===== config.mk =====
export PLATFORM = sky130hd
export DESIGN_NAME = indexed_list_engine
export DESIGN_NICKNAME = d
export VERILOG_FILES = /design/src/rtl/core/ile_pkg.sv /design/src/rtl/core/indexed_list_engine.sv /design/src/rtl/core/ile_mem.sv /design/src/rtl/core/ile_seq.sv
export SDC_FILE = /design/constraint.sdc
export NUM_CORES = 2
export LEC_CHECK = 0
export BUFFER_PORTS_ARGS = -buffer_cell sky130_fd_sc_hd__buf_2
export CORE_UTILIZATION = 40
export DETAILED_ROUTE_END_ITERATION = 10
export GPL_TIMING_DRIVEN = 0
export PLACE_DENSITY_LB_ADDON = 0.25
export SLEW_MARGIN = 0
export SYNTH_ARGS = -nofsm -noshare
export SYNTH_HDL_FRONTEND = slang
export SYNTH_SLANG_ARGS = --single-unit

===== constraint.sdc =====
create_clock -name aclk -period 4.5 [get_ports aclk]
set_clock_uncertainty 0.1 [all_clocks]
set_input_delay 0.225 -clock aclk [delete_from_list [all_inputs] [get_ports aclk]]
set_output_delay 0.225 -clock aclk [all_outputs]
set_load 0.01 [all_outputs]

===== src/rtl/core/ile_pkg.sv =====
// ile_pkg: request and status codes plus the result bundle for the indexed list engine
// no dependencies; imported by ile_seq and indexed_list_engine
package ile_pkg;

    // request codes
    localparam logic [2:0] REQ_GET       = 3'd0;
    localparam logic [2:0] REQ_APPEND    = 3'd1;
    localparam logic [2:0] REQ_DELETE    = 3'd2;
    localparam logic [2:0] REQ_INSERT    = 3'd3;
    localparam logic [2:0] REQ_OVERWRITE = 3'd4;

    // status codes
    localparam logic [1:0] ST_OK      = 2'd0;
    localparam logic [1:0] ST_BAD_POS = 2'd1;
    localparam logic [1:0] ST_FULL    = 2'd2;

    // one finished result
    typedef struct packed {
        logic [1:0]         status;
        logic signed [31:0] value;
        logic [6:0]         length;
    } ile_res_t;

endpackage


===== src/rtl/core/indexed_list_engine.sv =====
// indexed_list_engine: ordered list of signed 32-bit items with get, append, delete, insert
// and overwrite by position; depends on ile_pkg, ile_mem and ile_seq
//
// usage
//  - requests arrive on the s_ channel (valid/ready); one transfer is one request
//  - every request gives exactly one result transfer on the m_ channel: status, the item
//    read (zero unless a successful get) and the list length after the request
//  - the block takes one request at a time; s_ready is low while a request is in work
//  - append, overwrite and rejected requests go straight to the result state; get passes
//    through a read state; delete or insert walk the store in the move state, moving n
//    entries (length - position - 1 for delete, length - position for insert)
//  - the move rate is set by the single store: one read and one write port, one entry
//    moved per cycle, overlapped read and write-back
//  - a result waits in an output register; the next request is taken while it waits,
//    and its own result is held back until the register is free
//  - reset (aresetn low, synchronous) empties the list and drops any pending result;
//    the store itself is not cleared, entries beyond the length are never read
//  - bad positions give status 1 and full list gives status 2, list unchanged
module indexed_list_engine
    import ile_pkg::*;
#(
    parameter int LIST_DEPTH = 64
) (
    input  logic                aclk,
    input  logic                aresetn,
    input  logic                s_valid,
    output logic                s_ready,
    input  logic [2:0]          s_req_type,
    input  logic [6:0]          s_position,
    input  logic signed [31:0]  s_value,
    output logic                m_valid,
    input  logic                m_ready,
    output logic [1:0]          m_status,
    output logic signed [31:0]  m_read_value,
    output logic [6:0]          m_length
);

    localparam int AW = $clog2(LIST_DEPTH);
    localparam int CW = $clog2(LIST_DEPTH + 1);
    localparam logic [6:0] DEPTH_LEN = 7'(LIST_DEPTH % 128);

    logic               wr_en;
    logic [AW-1:0]      wr_addr;
    logic signed [31:0] wr_data;
    logic               rd_en;
    logic [AW-1:0]      rd_addr;
    logic signed [31:0] rd_data;
    logic               res_valid;
    logic               res_ready;
    ile_res_t           res;

    logic               out_valid_reg, out_valid_next;
    ile_res_t           out_res_reg, out_res_next;

    ile_mem #(
        .DEPTH (LIST_DEPTH),
        .AW    (AW)
    ) u_mem (
        .aclk    (aclk),
        .wr_en   (wr_en),
        .wr_addr (wr_addr),
        .wr_data (wr_data),
        .rd_en   (rd_en),
        .rd_addr (rd_addr),
        .rd_data (rd_data)
    );

    ile_seq #(
        .LIST_DEPTH (LIST_DEPTH),
        .AW         (AW),
        .CW         (CW)
    ) u_seq (
        .aclk       (aclk),
        .aresetn    (aresetn),
        .s_valid    (s_valid),
        .s_ready    (s_ready),
        .s_req_type (s_req_type),
        .s_position (s_position),
        .s_value    (s_value),
        .wr_en      (wr_en),
        .wr_addr    (wr_addr),
        .wr_data    (wr_data),
        .rd_en      (rd_en),
        .rd_addr    (rd_addr),
        .rd_data    (rd_data),
        .res_valid  (res_valid),
        .res_ready  (res_ready),
        .res        (res)
    );

    // output register, free when empty or being drained this cycle
    assign res_ready = !out_valid_reg || m_ready;

    always_comb begin
        out_valid_next = out_valid_reg;
        out_res_next   = out_res_reg;
        if (res_valid && res_ready) begin
            out_valid_next = 1'b1;
            out_res_next   = res;
        end else if (m_ready) begin
            out_valid_next = 1'b0;
        end
    end

    always_ff @(posedge aclk) begin
        if (!aresetn) begin
            out_valid_reg <= 1'b0;
        end else begin
            out_valid_reg <= out_valid_next;
        end
    end

    always_ff @(posedge aclk) begin
        out_res_reg <= out_res_next;
    end

    assign m_valid      = out_valid_reg;
    assign m_status     = out_res_reg.status;
    assign m_read_value = out_res_reg.value;
    assign m_length     = out_res_reg.length;

    // a request transfer always leaves the block busy in the next cycle
    a_busy_after_req: assert property (@(posedge aclk) disable iff (!aresetn)
        s_valid && s_ready |=> !s_ready)
        else $error("block ready right after a request transfer");

    // only a successful get carries a read value
    a_value_zero_on_error: assert property (@(posedge aclk) disable iff (!aresetn)
        m_valid && (m_status == ST_BAD_POS || m_status == ST_FULL) |-> m_read_value == 32'sd0)
        else $error("read value not zero on a rejected request");

    // a full report comes only with the list at capacity
    a_full_at_capacity: assert property (@(posedge aclk) disable iff (!aresetn)
        m_valid && m_status == ST_FULL |-> m_length == DEPTH_LEN)
        else $error("full status with list below capacity");

endmodule


===== src/rtl/core/ile_mem.sv =====
// ile_mem: single write port, single read port item store with registered read data
// no dependencies; instantiated by indexed_list_engine
module ile_mem #(
    parameter int DEPTH = 64,
    parameter int AW    = 6
) (
    input  logic                aclk,
    input  logic                wr_en,
    input  logic [AW-1:0]       wr_addr,
    input  logic signed [31:0]  wr_data,
    input  logic                rd_en,
    input  logic [AW-1:0]       rd_addr,
    output logic signed [31:0]  rd_data
);

    logic signed [31:0] mem [DEPTH];

    // write port
    always_ff @(posedge aclk) begin
        if (wr_en) begin
            mem[wr_addr] <= wr_data;
        end
    end

    // registered read port
    always_ff @(posedge aclk) begin
        if (rd_en) begin
            rd_data <= mem[rd_addr];
        end
    end

endmodule


===== src/rtl/core/ile_seq.sv =====
// ile_seq: request decode, item count and the sequencer that walks the store one entry a cycle
// depends on ile_pkg; drives the ports of ile_mem
module ile_seq
    import ile_pkg::*;
#(
    parameter int LIST_DEPTH = 64,
    parameter int AW         = 6,
    parameter int CW         = 7
) (
    input  logic                aclk,
    input  logic                aresetn,
    input  logic                s_valid,
    output logic                s_ready,
    input  logic [2:0]          s_req_type,
    input  logic [6:0]          s_position,
    input  logic signed [31:0]  s_value,
    output logic                wr_en,
    output logic [AW-1:0]       wr_addr,
    output logic signed [31:0]  wr_data,
    output logic                rd_en,
    output logic [AW-1:0]       rd_addr,
    input  logic signed [31:0]  rd_data,
    output logic                res_valid,
    input  logic                res_ready,
    output ile_res_t            res
);

    localparam int CMPW = (CW > 7) ? CW : 7;

    typedef enum logic [3:0] {
        S_IDLE = 4'b0001,
        S_GET  = 4'b0010,
        S_MOVE = 4'b0100,
        S_FIN  = 4'b1000
    } state_t;

    state_t             state_reg, state_next;
    logic [CW-1:0]      count_reg, count_next;
    logic [CW-1:0]      ptr_reg, ptr_next;
    logic               pend_reg, pend_next;
    logic [CW-1:0]      dst_reg, dst_next;
    logic               del_reg, del_next;
    logic [CMPW-1:0]    pos_reg, pos_next;
    logic signed [31:0] val_reg, val_next;
    logic [1:0]         status_reg, status_next;
    logic signed [31:0] value_reg, value_next;

    logic [CMPW-1:0]    pos_ext;
    logic [CMPW-1:0]    cnt_ext;
    logic               pos_in_range;
    logic               pos_ins_ok;
    logic               is_full;
    logic [CW-1:0]      ptr_step;
    logic               more;
    logic               accept;

    assign accept  = s_valid && s_ready;
    assign s_ready = (state_reg == S_IDLE);

    // position checks against the current count
    assign pos_ext      = CMPW'(s_position);
    assign cnt_ext      = CMPW'(count_reg);
    assign pos_in_range = pos_ext < cnt_ext;
    assign pos_ins_ok   = pos_ext <= cnt_ext;
    assign is_full      = (count_reg == CW'(LIST_DEPTH));

    // shared step unit: one increment or decrement and one compare per cycle
    assign ptr_step = del_reg ? (ptr_reg + CW'(1)) : (ptr_reg - CW'(1));
    assign more     = del_reg ? (ptr_step < count_reg) : (CMPW'(ptr_reg) > pos_reg);

    // sequencer
    always_comb begin
        state_next  = state_reg;
        count_next  = count_reg;
        ptr_next    = ptr_reg;
        pend_next   = pend_reg;
        dst_next    = dst_reg;
        del_next    = del_reg;
        pos_next    = pos_reg;
        val_next    = val_reg;
        status_next = status_reg;
        value_next  = value_reg;
        wr_en       = 1'b0;
        wr_addr     = '0;
        wr_data     = s_value;
        rd_en       = 1'b0;
        rd_addr     = '0;

        case (state_reg)
            S_IDLE: begin
                if (accept) begin
                    pos_next    = pos_ext;
                    val_next    = s_value;
                    status_next = ST_OK;
                    value_next  = '0;
                    pend_next   = 1'b0;
                    state_next  = S_FIN;
                    case (s_req_type)
                        REQ_GET: begin
                            if (pos_in_range) begin
                                rd_en      = 1'b1;
                                rd_addr    = pos_ext[AW-1:0];
                                state_next = S_GET;
                            end else begin
                                status_next = ST_BAD_POS;
                            end
                        end
                        REQ_APPEND: begin
                            if (is_full) begin
                                status_next = ST_FULL;
                            end else begin
                                wr_en      = 1'b1;
                                wr_addr    = count_reg[AW-1:0];
                                count_next = count_reg + CW'(1);
                            end
                        end
                        REQ_DELETE: begin
                            if (pos_in_range) begin
                                del_next   = 1'b1;
                                ptr_next   = CW'(pos_ext);
                                state_next = S_MOVE;
                            end else begin
                                status_next = ST_BAD_POS;
                            end
                        end
                        REQ_INSERT: begin
                            if (!pos_ins_ok) begin
                                status_next = ST_BAD_POS;
                            end else if (is_full) begin
                                status_next = ST_FULL;
                            end else begin
                                del_next   = 1'b0;
                                ptr_next   = count_reg;
                                state_next = S_MOVE;
                            end
                        end
                        REQ_OVERWRITE: begin
                            if (pos_in_range) begin
                                wr_en   = 1'b1;
                                wr_addr = pos_ext[AW-1:0];
                            end else begin
                                status_next = ST_BAD_POS;
                            end
                        end
                        default: begin
                            status_next = ST_OK;
                        end
                    endcase
                end
            end
            S_GET: begin
                value_next = rd_data;
                state_next = S_FIN;
            end
            S_MOVE: begin
                // read the next source entry while the previous one is written back
                if (more) begin
                    rd_en     = 1'b1;
                    rd_addr   = ptr_step[AW-1:0];
                    pend_next = 1'b1;
                    dst_next  = ptr_reg;
                    ptr_next  = ptr_step;
                end else begin
                    pend_next = 1'b0;
                end
                if (pend_reg) begin
                    wr_en   = 1'b1;
                    wr_addr = dst_reg[AW-1:0];
                    wr_data = rd_data;
                end else if (!more) begin
                    if (del_reg) begin
                        count_next = count_reg - CW'(1);
                    end else begin
                        wr_en      = 1'b1;
                        wr_addr    = pos_reg[AW-1:0];
                        wr_data    = val_reg;
                        count_next = count_reg + CW'(1);
                    end
                    state_next = S_FIN;
                end
            end
            S_FIN: begin
                if (res_ready) begin
                    state_next = S_IDLE;
                end
            end
            default: begin
                state_next = S_IDLE;
            end
        endcase
    end

    // control state
    always_ff @(posedge aclk) begin
        if (!aresetn) begin
            state_reg <= S_IDLE;
            count_reg <= '0;
            pend_reg  <= 1'b0;
        end else begin
            state_reg <= state_next;
            count_reg <= count_next;
            pend_reg  <= pend_next;
        end
    end

    // request payload and working registers
    always_ff @(posedge aclk) begin
        ptr_reg    <= ptr_next;
        dst_reg    <= dst_next;
        del_reg    <= del_next;
        pos_reg    <= pos_next;
        val_reg    <= val_next;
        status_reg <= status_next;
        value_reg  <= value_next;
    end

    // result towards the output register
    assign res_valid  = (state_reg == S_FIN);
    assign res.status = status_reg;
    assign res.value  = value_reg;
    assign res.length = cnt_ext[6:0];

endmodule

==> flow_summary_export.csv <==
group,metric,value,unit
logic_synthesis,ys_types,83,
placement,io_buffers,87,
detailed_routing,drc_errors,0,
global_routing,overflow,0,
logic_synthesis,seq_area_frac_synth,75.37,%
sta,slew_violations,0,
floorplan,dieArea,222700,um2
setup_path,end_kind,"flop",
logic_synthesis,yosys_warnings,0,
detailed_routing,wire_per_inst,33.85,um
run_status,failed_checks,"negative setup slack",
logic_synthesis,synth_area,88310,um2
logic_synthesis,synthXorXnorAreaFrac,0.09918,%
logic_synthesis,synth_top_family_by_area,"simple AND/OR/NAND/NOR gates",
setup_path,critPathArrivalTime,5870,ps
logic_synthesis,synth_edf_count,2208,
setup_path,critPathKind,"flop to flop",
layout,top_register,"u_mem.mem",
floorplan,start_util,40.23,%
setup_path,crit_family,"compound AO/OA/AOI/OAI gates",
global_routing,grt_max_degree,41,
detailed_routing,routed_wl,351.9,mm
floorplan,die_h,471.9,um
detailed_routing,ant_nets,0,
setup_path,max_stage_delay,500,ps
logic_synthesis,synth-simple-area-share,14.97,%
setup_path,crit_required,5020,ps
placement,place_hpwl,242.6,mm
power_and_ir_drop,irDropWorstVdd,458.1,uV
layout,largest_reg_flops,2048,
job,maxCapViolCount,0,
power_and_ir_drop,switching_share,21.45,%
sta,relSlewSlack,25.71,%
setup_path,worstPathMaxFanout,5,
logic_synthesis,ys_ff_latch,2221,
power_and_ir_drop,leakage,38.13,nW
setup_path,crit_start,"u_seq.del_reg",
logic_synthesis,synth.top_cells.by_area,"edfxtp_1 (75%), nand2_1 (8.0%), nand3_1 (4.1%), a21oi_1 (1.3%), and3_1 (1.2%)",
detailed_routing,drt_iter0_markers,11260,
power_and_ir_drop,switching_power,9.151,mW
floorplan,rows,172,
clock_tree,cts_tree,"built",
logic_synthesis,synth_fa_ha_area_share,0.4052,%
floorplan,core-area,219500,um2
setup_path,critical_path.reg2reg.startpoint,"u_seq.del_reg",
sta,setup_slack,-843.6,ps
logic_synthesis,ys_async_sr_fraction,0,%
clock_tree,clock_latency,900,ps
hold_path,min_from,"s_value[31]",
setup_path,start_kind,"flop",
global_routing,grt_antenna_before_repair,25,
logic_synthesis,synthFlopType,"edfxtp_1",
detailed_routing,post_drt_via_cell_ratio,6.114,
sta,fin_crit,5344,ps
power_and_ir_drop,seqPwrFrac,53.6,%
global_routing,grt_first_pass_wirelength,477.6,mm
clock_tree,cts_root_buffer,"clkbuf_16",
sta,finalSetupViolCount,54,
layout,multi_input_area,24280,um2
setup_path,crit_buf_inv,4,
power_and_ir_drop,power.total,42.66,mW
logic_synthesis,synth.area.mux_share,0.5455,%
global_routing,grt_use_total,31.02,%
setup_path,worst_path_max_delay_cell,"edfxtp_1",
layout,area_growth_syn_to_layout,27.09,%
clock_tree,cts_num_sinks,2221,
power_and_ir_drop,power_frac_clock,43.1,%
layout,ff_latch_area,66570,um2
detailed_routing,num_vias,63550,
logic_synthesis,synthCells,6619,
logic_synthesis,yosysTopAreaCell,"edfxtp_1",
logic_synthesis,syn_area_per_cell,13.34,um2
setup_path,path_cells,"inv_4, ha_4, nor2b_4, o21ai_2, a21boi_2, o21a_1, nor2_2, xnor2_2, ha_4, nand2_4, a2bb2oi_4, nand4_1, o211a_4, a221oi_4, buf_6, buf_6, clkbuf_16, and3_4, a211oi_4, o41ai_2, nand4_1, o31a_1",
detailed_routing,drtPass1Iterations,7,
clock_tree,h-tree-depth,4,
hold_path,min_path_type,"input pin to flop",
layout,fill_cells,18030,
layout,drive_gt1_share,22.19,%
placement,place.gp.congestion,0.9897,
sta,worst_pin_slew,1114,ps
logic_synthesis,synth-compound-area-share,6.463,%
logic_synthesis,synth_top_area_share,75.08,%
sta,fin_crit_sh,118.7,%
floorplan,pin_count,89,
layout,fin_nets,7411,
global_routing,grt_pass1_vias,59300,
sta,rsz0062_at_grt,"true",
power_and_ir_drop,p_comb_share,3.3,%
run_status,status,"complete, but fails checks",
clock_tree,path_clk_slew,60,ps
power_and_ir_drop,p_per_area,380.1,nW/um2
clock_tree,numCtsBuffers,224,
logic_synthesis,syn-num-nets,6693,
floorplan,die_x,471.9,um
sta,hold_viol_final,0,
sta,hold_ws,27.47,ps
power_and_ir_drop,internal-power,33.51,mW
clock_tree,cts_buffer_depth,3,
sta,clock.fmax,187.1,MHz
==> power groups by stage <==
stage | sequential, mW | clock (mW) | combinational [mW]
2_1_floorplan | 23.3 | 0 | 0.452
3_3_place_gp | 23.4 | 0 | 0.989
3_5_place_dp | 23.3 | 0 | 1.14
4_1_cts | 22.9 | 18.4 | 1.34
5_1_grt | 22.8 | 19.1 | 1.42
6_report | 22.9 | 18.4 | 1.40
==> path summary, 6_finish.rpt <==
check                 endpoint  slack (ps)  cells after the start
max          u_mem.rd_data[17]        -840                     22
min          u_seq.val_reg[31]          30                      2
max reg2reg  u_mem.rd_data[17]        -840                     22
min reg2reg    m_read_value[5]         310                      0
==> layout by cell type, fill, tap and decap left out, types with 21 or more instances in the layout <==
cell | Yosys | final
a31oi_1 | 125 | 67
edfxtp_1 | 2208 | 2208
ha_1 | 27 | 23
buf_6 | 2 | 70
o22a_1 | 26 | 21
and2_1 | 41 | 41
inv_1 | 25 | 22
dlygate4sd3_1 | 0 | 74
o21ai_0 | 45 | 21
buf_12 | 0 | 189
nor2_4 | 2 | 106
a31oi_4 | 0 | 32
o22ai_1 | 44 | 34
mux2i_1 | 47 | 41
clkbuf_1 | 188 | 72
a211oi_1 | 85 | 37
clkbuf_8 | 0 | 45
buf_2 | 152 | 113
nor2_1 | 170 | 69
clkinv_2 | 0 | 36
clkbuf_16 | 0 | 258
buf_8 | 0 | 32
nand3_1 | 719 | 677
a31oi_2 | 0 | 26
clkbuf_2 | 2 | 51
nand4_1 | 25 | 25
buf_4 | 18 | 192
clkinv_1 | 0 | 61
a211oi_4 | 0 | 26
nand2_1 | 1877 | 1850
nand3_2 | 2 | 35
buf_16 | 0 | 29
a21o_1 | 24 | 24
and3_1 | 163 | 138
clkbuf_4 | 0 | 39
a211oi_2 | 3 | 25
a21oi_2 | 0 | 33
a21oi_1 | 229 | 190
==> area by class of cell <==
class,instances,share of cell area [%]
Clock buffer,278,5.270
Tap cell,2871,3.201
Sequential cell,2221,59.31
Multi-Input combinational cell,3973,21.63
Buffer,404,4.073
Timing Repair Buffer,488,5.422
Inverter,25,0.08584
Clock inverter,128,0.9922
Antenna cell,6,0.01338
==> synthesized netlist by cell type, types with 4 or more instances <==
cell and n:
xnor2_1 9, nand3_1 719, nand2_1 1877, a2bb2oi_1 8, nor2b_1 9, ha_1 27, a221oi_1 31, o41ai_2 9
buf_1 43, a22oi_1 8, buf_2 152, nor4b_1 13, o2111ai_1 31, and2_1 41, and3_1 163, o221ai_1 13
dfxtp_1 13, a21boi_1 9, o31a_1 18, a311oi_1 37, buf_4 18, nor3_1 4, nor2_1 170, o211a_1 4
a31oi_1 125, edfxtp_1 2208, o22ai_1 44, o22a_1 26, o21ai_0 45, nor4_1 4, clkbuf_1 188, o41ai_1 9
a21boi_0 13, nand3b_1 4, a211oi_1 85, inv_1 25, o211ai_1 10, a21oi_1 229, a22o_1 4, nand4_1 25
mux2i_1 47, a21o_1 24, a41oi_1 10
==> kinds of logic after synthesis <==
logic type | count (synthesis)
adders and majority gates | 28
DFF | 2221
AOI/OAI and AO/OA | 823
buffers and inverters | 430
and+or+nand+nor | 3059
xor gates and xnor gates | 10
muxes | 48
==> through the flow <==
stage	util (%)	cells	setup TNS, ps	area [um2]	setup slack, ps
floorplan	-	6619	0	88330	9.313
global placement	42.08	9577	-	92360	-4846
detailed placement	43.56	9700	-1080610	95620	-4025
CTS	50.95	10370	-16960	111800	-695.7
global route	51.12	10390	-30700	112200	-970.7
finish	51.13	10390	-21800	112200	-843.6
==> per-layer routing <==
layer | global-route usage [%] | wire length (um)
met4 | 18.49 | 25520
met1 | 40.37 | 127400
met5 | 0 | 106
met2 | 46.69 | 154500
met3 | 8.054 | 44330
==> timing repair <==
| item | CTS | global route |
|---|---|---|
| setup endpoints to repair | 2119 | 2495 |
| gates cloned | 14 | 0 |
| pin swaps | 244 | 49 |
| hold buffers | 74 | 0 |
| resized for setup | 1464 | 66 |
| hold endpoints to repair | 105 | 0 |
| setup buffers | 179 | 16 |
Power figures use the tool's default switching activity.
